[config.mk]
export PLATFORM = sky130hd
export DESIGN_NAME = counter_aging_task_selector_flat
export DESIGN_NICKNAME = d
export VERILOG_FILES = /design/src/hw/rtl/cats_pkg.sv /design/src/hw/rtl/cats_in_if.sv /design/src/hw/rtl/cats_out_if.sv /design/src/hw/rtl/counter_aging_task_selector.sv /design/src/flat_wrapper.sv
export SDC_FILE = /design/constraint.sdc
export NUM_CORES = 2
export LEC_CHECK = 0
export BUFFER_PORTS_ARGS = -buffer_cell sky130_fd_sc_hd__buf_2
export CELL_PAD_IN_SITES_DETAIL_PLACEMENT = 2
export CELL_PAD_IN_SITES_GLOBAL_PLACEMENT = 2
export CORE_MARGIN = 4
export CORE_UTILIZATION = 40
export DETAILED_ROUTE_END_ITERATION = 10
export PLACE_DENSITY_LB_ADDON = 0.1
export SLEW_MARGIN = 20
export SYNTH_ARGS = -nofsm -noshare
export SYNTH_HDL_FRONTEND = slang
export SYNTH_SLANG_ARGS = --single-unit
[constraint.sdc]
create_clock -name i_clk -period 9.7 [get_ports i_clk]
set_clock_uncertainty 0.15 [all_clocks]
set_input_delay 1.455 -clock i_clk [delete_from_list [all_inputs] [get_ports i_clk]]
set_output_delay 1.455 -clock i_clk [all_outputs]
set_load 0.02 [all_outputs]
[src/hw/rtl/cats_pkg.sv]
// Package for the counter-aging task selector: sizes, codes and slot entry type.
package cats_pkg;

    localparam int TASKS = 64;
    localparam int IDX_W = $clog2(TASKS);
    localparam int CNT_W = 16;
    localparam int PRI_W = 8;

    localparam logic [IDX_W:0] SCAN_END = (IDX_W + 1)'(TASKS);

    typedef enum logic [1:0] {
        MODE_WRITE  = 2'd0,
        MODE_YIELD  = 2'd1,
        MODE_EXIT   = 2'd2,
        MODE_SELECT = 2'd3
    } t_mode;

    typedef enum logic [1:0] {
        SLOT_EMPTY   = 2'd0,
        SLOT_RUNNING = 2'd1,
        SLOT_WAITING = 2'd2,
        SLOT_ZOMBIE  = 2'd3
    } t_slot_st;

    typedef enum logic [1:0] {
        RES_WRITE    = 2'd0,
        RES_SELECTED = 2'd1,
        RES_NONE     = 2'd2,
        RES_STALLED  = 2'd3
    } t_res_status;

    typedef struct packed {
        t_slot_st          st;
        logic [CNT_W-1:0]  cnt;
        logic [PRI_W-1:0]  pri;
    } t_entry;

    typedef enum logic [5:0] {
        S_IDLE   = 6'b000001,
        S_RMW_RD = 6'b000010,
        S_RMW_WR = 6'b000100,
        S_SCAN   = 6'b001000,
        S_DECIDE = 6'b010000,
        S_DONE   = 6'b100000
    } t_state;

endpackage

[src/hw/rtl/cats_in_if.sv]
// Request channel interface: one scheduling command word per handshake.
interface cats_in_if;
    logic        valid;
    logic        ready;
    logic [1:0]  mode;
    logic [5:0]  task_index;
    logic [1:0]  task_state;
    logic [15:0] counter_value;
    logic [7:0]  priority_value;

    modport source (
        output valid, mode, task_index, task_state, counter_value, priority_value,
        input  ready
    );
    modport sink (
        input  valid, mode, task_index, task_state, counter_value, priority_value,
        output ready
    );
endinterface

[src/hw/rtl/cats_out_if.sv]
// Response channel interface: one result word per handshake.
interface cats_out_if;
    logic       valid;
    logic       ready;
    logic [5:0] next_task;
    logic       switched;
    logic [1:0] status;

    modport source (
        output valid, next_task, switched, status,
        input  ready
    );
    modport sink (
        input  valid, next_task, switched, status,
        output ready
    );
endinterface

[src/hw/rtl/counter_aging_task_selector.sv]
// Top level: counter-aging task selector with a sequential slot scan over one memory port.
// A slot write goes straight to the result register; a select scans every slot and then decides,
// with yield/exit first reading and rewriting the current slot, and an aging pass scanning again.
// New words are accepted only in idle; the single slot-memory read port sets the scan length.
// Reset: synchronous, active low; clears control and per-slot valid flags. Unwritten slots
// read as their reset values (slot 0 running, others empty, zero counters), no clearing pass.
module counter_aging_task_selector
    import cats_pkg::*;
(
    input  logic       i_clk,
    input  logic       i_rst_n,
    cats_in_if.sink    i_req,
    cats_out_if.source o_rsp
);

    // state and sequencing
    t_state             r_state, n_state;
    t_mode              r_mode, n_mode;
    logic [IDX_W-1:0]   r_cur, n_cur;
    logic [IDX_W:0]     r_addr, n_addr;
    logic               r_rd_vld, n_rd_vld;
    logic               r_aging, n_aging;
    logic               r_found, n_found;
    logic [IDX_W-1:0]   r_best, n_best;
    logic [CNT_W-1:0]   r_bestc, n_bestc;
    logic               r_anyprio, n_anyprio;
    logic [IDX_W-1:0]   r_res_next, n_res_next;
    logic               r_res_sw, n_res_sw;
    t_res_status        r_res_status, n_res_status;
    logic               r_out_valid, n_out_valid;
    logic [IDX_W-1:0]   r_o_next, n_o_next;
    logic               r_o_sw, n_o_sw;
    t_res_status        r_o_status, n_o_status;
    logic [TASKS-1:0]   r_valid, n_valid;

    // slot memory
    t_entry             r_mem [TASKS];
    t_entry             r_rd_data;
    logic               r_rd_ok;
    logic [IDX_W-1:0]   r_rd_idx;
    logic [IDX_W-1:0]   rd_addr;
    logic               wr_en;
    logic [IDX_W-1:0]   wr_addr;
    t_entry             wr_data;

    t_entry             ent;
    logic [CNT_W:0]     age_sum;
    logic [CNT_W-1:0]   aged;
    logic [CNT_W-1:0]   cnt_eff;
    logic               run;
    logic               accept;
    logic [IDX_W-1:0]   pick;

    assign i_req.ready     = (r_state == S_IDLE);
    assign accept          = i_req.valid && i_req.ready;
    assign o_rsp.valid     = r_out_valid;
    assign o_rsp.next_task = r_o_next;
    assign o_rsp.switched  = r_o_sw;
    assign o_rsp.status    = r_o_status;

    assign rd_addr = (r_state == S_RMW_RD) ? r_cur : r_addr[IDX_W-1:0];

    always_ff @(posedge i_clk) begin
        if (wr_en) begin
            r_mem[wr_addr] <= wr_data;
        end
        r_rd_data <= r_mem[rd_addr];
        r_rd_ok   <= r_valid[rd_addr];
        r_rd_idx  <= rd_addr;
    end

    // slots never written read as reset contents
    always_comb begin
        if (r_rd_ok) begin
            ent = r_rd_data;
        end else begin
            ent.st  = (r_rd_idx == '0) ? SLOT_RUNNING : SLOT_EMPTY;
            ent.cnt = '0;
            ent.pri = '0;
        end
        age_sum = {2'b00, ent.cnt[CNT_W-1:1]} + (CNT_W + 1)'(ent.pri);
        aged    = age_sum[CNT_W] ? {CNT_W{1'b1}} : age_sum[CNT_W-1:0];
        cnt_eff = r_aging ? aged : ent.cnt;
        run     = (ent.st == SLOT_RUNNING);
    end

    always_comb begin
        n_state      = r_state;
        n_mode       = r_mode;
        n_cur        = r_cur;
        n_addr       = r_addr;
        n_rd_vld     = 1'b0;
        n_aging      = r_aging;
        n_found      = r_found;
        n_best       = r_best;
        n_bestc      = r_bestc;
        n_anyprio    = r_anyprio;
        n_res_next   = r_res_next;
        n_res_sw     = r_res_sw;
        n_res_status = r_res_status;
        n_out_valid  = r_out_valid && !o_rsp.ready;
        n_o_next     = r_o_next;
        n_o_sw       = r_o_sw;
        n_o_status   = r_o_status;
        n_valid      = r_valid;
        wr_en        = 1'b0;
        wr_addr      = r_rd_idx;
        wr_data      = ent;
        pick         = r_cur;

        case (r_state)
            S_IDLE: begin
                if (accept) begin
                    n_mode    = t_mode'(i_req.mode);
                    n_addr    = '0;
                    n_aging   = 1'b0;
                    n_found   = 1'b0;
                    n_best    = '0;
                    n_bestc   = '0;
                    n_anyprio = 1'b0;
                    case (t_mode'(i_req.mode))
                        MODE_WRITE: begin
                            if (32'(i_req.task_index) < TASKS) begin
                                wr_en       = 1'b1;
                                wr_addr     = i_req.task_index[IDX_W-1:0];
                                wr_data.st  = t_slot_st'(i_req.task_state);
                                wr_data.cnt = i_req.counter_value;
                                wr_data.pri = i_req.priority_value;
                            end
                            n_res_next   = r_cur;
                            n_res_sw     = 1'b0;
                            n_res_status = RES_WRITE;
                            n_state      = S_DONE;
                        end
                        MODE_YIELD, MODE_EXIT: n_state = S_RMW_RD;
                        default:               n_state = S_SCAN;
                    endcase
                end
            end
            S_RMW_RD: begin
                n_state = S_RMW_WR;
            end
            S_RMW_WR: begin
                wr_en       = 1'b1;
                wr_addr     = r_rd_idx;
                wr_data.st  = (r_mode == MODE_EXIT) ? SLOT_ZOMBIE : ent.st;
                wr_data.cnt = '0;
                wr_data.pri = ent.pri;
                n_state     = S_SCAN;
            end
            S_SCAN: begin
                if (r_addr != SCAN_END) begin
                    n_addr   = r_addr + 1'b1;
                    n_rd_vld = 1'b1;
                end
                if (r_rd_vld) begin
                    if (run && (!r_found || cnt_eff > r_bestc)) begin
                        n_found = 1'b1;
                        n_best  = r_rd_idx;
                        n_bestc = cnt_eff;
                    end
                    if (run && ent.pri != '0) begin
                        n_anyprio = 1'b1;
                    end
                    if (r_aging && ent.st != SLOT_EMPTY) begin
                        wr_en       = 1'b1;
                        wr_addr     = r_rd_idx;
                        wr_data.cnt = aged;
                    end
                end
                if (r_addr == SCAN_END && !r_rd_vld) begin
                    n_state = S_DECIDE;
                end
            end
            S_DECIDE: begin
                n_state = S_DONE;
                if (!r_found) begin
                    pick         = '0;
                    n_res_status = RES_NONE;
                end else if (r_bestc != '0 || r_aging) begin
                    pick         = r_best;
                    n_res_status = RES_SELECTED;
                end else if (!r_anyprio) begin
                    pick         = r_cur;
                    n_res_status = RES_STALLED;
                end else begin
                    // every running counter is zero: age non-empty slots and rescan
                    n_aging   = 1'b1;
                    n_addr    = '0;
                    n_found   = 1'b0;
                    n_best    = '0;
                    n_bestc   = '0;
                    n_state   = S_SCAN;
                end
                n_res_next = pick;
                n_res_sw   = (pick != r_cur);
                if (n_state == S_DONE) begin
                    n_cur = pick;
                end
            end
            S_DONE: begin
                if (!r_out_valid || o_rsp.ready) begin
                    n_out_valid = 1'b1;
                    n_o_next    = r_res_next;
                    n_o_sw      = r_res_sw;
                    n_o_status  = r_res_status;
                    n_state     = S_IDLE;
                end
            end
            default: begin
                n_state = S_IDLE;
            end
        endcase

        if (wr_en) begin
            n_valid[wr_addr] = 1'b1;
        end
    end

    always_ff @(posedge i_clk) begin
        if (!i_rst_n) begin
            r_state     <= S_IDLE;
            r_cur       <= '0;
            r_addr      <= '0;
            r_rd_vld    <= 1'b0;
            r_aging     <= 1'b0;
            r_found     <= 1'b0;
            r_anyprio   <= 1'b0;
            r_out_valid <= 1'b0;
            r_valid     <= '0;
        end else begin
            r_state     <= n_state;
            r_cur       <= n_cur;
            r_addr      <= n_addr;
            r_rd_vld    <= n_rd_vld;
            r_aging     <= n_aging;
            r_found     <= n_found;
            r_anyprio   <= n_anyprio;
            r_out_valid <= n_out_valid;
            r_valid     <= n_valid;
        end
    end

    always_ff @(posedge i_clk) begin
        r_mode       <= n_mode;
        r_best       <= n_best;
        r_bestc      <= n_bestc;
        r_res_next   <= n_res_next;
        r_res_sw     <= n_res_sw;
        r_res_status <= n_res_status;
        r_o_next     <= n_o_next;
        r_o_sw       <= n_o_sw;
        r_o_status   <= n_o_status;
    end

endmodule
[src/flat_wrapper.sv]
// flat-port wrapper written by rule: the top's interface ports become plain ports
module counter_aging_task_selector_flat import cats_pkg::*;
  (i_clk, i_rst_n, i_req_valid, i_req_mode, i_req_task_index, i_req_task_state, i_req_counter_value, i_req_priority_value, i_req_ready, o_rsp_valid, o_rsp_next_task, o_rsp_switched, o_rsp_status, o_rsp_ready);
  cats_in_if i_req_i ();
  cats_out_if o_rsp_i ();
  input  logic i_clk;
  input  logic i_rst_n;
  input wire logic [$bits(i_req_i.valid)-1:0] i_req_valid;
  input wire logic [$bits(i_req_i.mode)-1:0] i_req_mode;
  input wire logic [$bits(i_req_i.task_index)-1:0] i_req_task_index;
  input wire logic [$bits(i_req_i.task_state)-1:0] i_req_task_state;
  input wire logic [$bits(i_req_i.counter_value)-1:0] i_req_counter_value;
  input wire logic [$bits(i_req_i.priority_value)-1:0] i_req_priority_value;
  output wire logic [$bits(i_req_i.ready)-1:0] i_req_ready;
  output wire logic [$bits(o_rsp_i.valid)-1:0] o_rsp_valid;
  output wire logic [$bits(o_rsp_i.next_task)-1:0] o_rsp_next_task;
  output wire logic [$bits(o_rsp_i.switched)-1:0] o_rsp_switched;
  output wire logic [$bits(o_rsp_i.status)-1:0] o_rsp_status;
  input wire logic [$bits(o_rsp_i.ready)-1:0] o_rsp_ready;
  assign i_req_i.valid = i_req_valid;
  assign i_req_i.mode = i_req_mode;
  assign i_req_i.task_index = i_req_task_index;
  assign i_req_i.task_state = i_req_task_state;
  assign i_req_i.counter_value = i_req_counter_value;
  assign i_req_i.priority_value = i_req_priority_value;
  assign i_req_ready = i_req_i.ready;
  assign o_rsp_valid = o_rsp_i.valid;
  assign o_rsp_next_task = o_rsp_i.next_task;
  assign o_rsp_switched = o_rsp_i.switched;
  assign o_rsp_status = o_rsp_i.status;
  assign o_rsp_i.ready = o_rsp_ready;
  counter_aging_task_selector u_core (.i_clk(i_clk), .i_rst_n(i_rst_n), .i_req(i_req_i), .o_rsp(o_rsp_i));
endmodule
==> run metrics <==
max cap viols=0; Yosys Warn Count=0; num rows=approximately 160; Top delay family on crit path=compound AO/OA/AOI/OAI gates; post-placement cell area=around 77,000 um2; area delta synth->final=14.6%; Slew @ Worst Pin=about 1.2 ns; Yosys reg bits=between 1.5k and 2k; clk buf depth=3; Final Cell Area=roughly 83,000 um2; share of the synthesized area in the top cell type=70.5%; Slew HR=between 10% and 20%; DR vias/cell=around 6.0; Max FO, Critical Path=32; hold_sp=u_core.r_res_next[1]$_DFFE_PP_; Hold Path Sink=u_core.o_rsp.next_task[1]$_DFFE_PP_; RePlAce Congestion=about 0.85; placed cells=6,971; setup TNS=0 ns; Die W=around 430 um; Final Hold Fails=0; CTS sink cnt=1,827; number of global-route vias before repair=roughly 47k; CP Data Arrival Time=approximately 6.0 ns; largest net degree at the start of global routing=between 150 and 200; Worst IR Drop VDD=roughly 0.16 mV; reg2reg setup slack=about 4.0 ns; Setup-failing EPs final=0; FF-to-FF End=u_core.r_bestc[1]$_SDFFCE_PN0P_; wire per inst=about 34 um; Tot GR Track Use=a little over a quarter; Worst-path clk slew=~0.06 ns; Post-synth EDFFs=between 1.5k and 2k; Resized Gates After CTS=0; drt drc=0; Final min period=5.69 ns; Core Footprint=181,000 um2; H-Tree Depth=4; Yosys cell types=81; post-route antenna net violation count=0; CTS tree=built; Mapped Cells=4,713; Synth Flop Type=edfxtp_1; Post-Route WL=approximately 250 mm; Port Buffer Count=between 40 and 50; Buf+Inv Stages, Crit Path=3; class of the worst hold path=reg2reg; hold depth=0; Post-CTS Setup Bufs=0; synth top area cells=edfxtp_1, mux2i_1, dfxtp_1; Max Fclk=around 180 MHz; CP Cell Sequence=buf_4 > inv_1 > nor2_1 > ha_1 > a21o_1 > o21ai_1 > a311o_1 > a41oi_1 > nand2_1 > and3_1 > or3_1 > ha_1 > nand4_1 > nor2_1 > o31a_1 > o211ai_1 > a21oi_2 > buf_4; clk root buf=clkbuf_16; die height=between 400 and 500 um; nets=roughly 4.9k; mean area per synthesized cell=~15 um2; Worst setup SP type=register; number of DRC markers in iteration 0=between 4k and 5k; Pwr Density=around 220 nW/um2; commonest non-fill, non-tap cell in the layout=edfxtp_1; Hold Buf Count CTS=0; GR Overflow Total=0; crit end category=register; Slowest cell on crit path=a21oi_2; Max Slew Vio Count=0; Die ar.=about 190,000 um2; IO Count=49; Non-Filler Instances=7,343; synthesized net count=approximately 4.8k; fraction of registers with async set/reset=0%; cell taking the most area after synthesis=edfxtp_1; R2R depth=18; first-pass GRT wire length=about 360 mm; fraction of the yosys area taken by sequential cells=73.8%; Clock Latency Late Sink=about 0.83 ns; CP Class=reg2reg; layout cells sized above 1=between 10% and 20%; DRT Pass-1 Iters=5; dpl hpwl=149 mm; Crit. path cell count=18; Static Leak=about 0.026 uW; CP max stage delay=between 0.5 and 0.6 ns; initial antenna violation count=14; Netlist Area Pre-Place=just over 70,000 um2; CP Data Required Time=just over 10 ns; Initial Util=~40%; crit share post-route=just under 60%; most frequent cells in the layout=edfxtp_1, nand2_1, mux2i_1; status=finished, final reports clean; Num CTS Buffers=between 150 and 200; RSZ-0062 raised after global routing=false; routed via count=between 40k and 50k; RR Startpoint=u_core.r_rd_ok$_DFF_P_
## layout make-up
cell class | count | area [um2]
fill | 16900 | 97400
sequential | 1827 | 53700
multi-input combinational | 2518 | 18300
clock buffer | 283 | 5630
tap | 2370 | 2970
timing repair buffer | 216 | 1900
clock inverter | 74 | 674
inverter | 46 | 199
antenna | 9 | 22.5
## power by group
part | leakage (uW) | total, uW | switching, uW | internal (uW)
sequential | 0.0167 | 9250 | 112 | 9130
clock | 0.00309 | 7400 | 3120 | 4270
combinational | 0.00624 | 1460 | 1170 | 290
## sequential cells by signal (all words and copies together) (netlist names), 2 cells and up
register / flops
u_core.r_res_next: 6
u_core.r_bestc: 16
u_core.r_rd_idx: 6
u_core.r_best: 6
u_core.r_mode: 2
u_core.r_valid: 64
u_core.r_res_status: 2
u_core.r_mem: 1664
u_core.r_cur: 6
u_core.r_state: 6
u_core.r_addr: 7
u_core.r_rd_data: 26
u_core.o_rsp.next_task: 6
u_core.o_rsp.status: 2
## cell usage after synthesis (27+ instances only)
library cell,count
edfxtp_1,1706
nand2_1,580
mux2i_1,324
a211oi_1,211
clkbuf_1,208
nand3_1,156
and3_1,136
a21oi_1,131
dfxtp_1,121
nor2_1,112
a221oi_1,99
a31oi_1,87
o221ai_1,82
o21ai_0,72
o21a_1,70
mux4_2,56
buf_2,54
nand4_1,46
inv_1,43
nor4_1,35
and2_1,34
buf_4,29
a2111oi_0,28
a31o_2,27
ha_1,27
## kinds of logic after synthesis
family,share of synthesized area (%)
DFF,73.8
muxes,6.33
adders and majority gates,0.492
buffers and inverters,2.47
and+or+nand+nor,7.46
AOI/OAI and AO/OA,9.23
xor gates and xnor gates,0.229
## through the flow
stage | utilization, % | setup WS (ns) | hold slack [ns] | total power (uW)
2_1_floorplan | - | 3.62 | 0.250 | 10000
3_3_place_gp | 42.3 | 4.16 | 0.254 | 10800
3_5_place_dp | 42.5 | 4.04 | 0.261 | 10900
4_1_cts | 46.0 | 4.07 | 0.271 | 18200
5_1_grt | 46.1 | 3.70 | 0.282 | 18700
6_report | 46.1 | 4.01 | 0.276 | 18100
## worst max path at each step
stage	slack, ns	startpoint	end
floorplan	3.62	u_core.r_rd_ok$_DFF_P_	u_core.r_mem[0][22]$_DFFE_PP_
global placement	4.16	u_core.r_state[0]$_SDFFE_PN1P_	u_core.r_rd_data[9]$_DFF_P_
detailed placement	4.04	i_req_mode[1]	u_core.r_mem[28][12]$_DFFE_PP_
CTS	4.07	u_core.r_rd_ok$_DFF_P_	u_core.r_bestc[5]$_SDFFCE_PN0P_
global route	3.70	u_core.r_rd_ok$_DFF_P_	u_core.r_bestc[1]$_SDFFCE_PN0P_
finish	4.01	u_core.r_rd_ok$_DFF_P_	u_core.r_bestc[1]$_SDFFCE_PN0P_
## metal layers
metal  share of wire (%)  track usage [%]  vias up  routed length, um
met5               0.011                0        -                 27
li1                    -                -    18800                  -
met2                  49             44.5     1265             123000
met4                 2.6             7.13        4               6650
met3                 5.2             4.05      330              13100
met1                  43             36.0    23900             109000
Power figures use the tool's default switching activity.
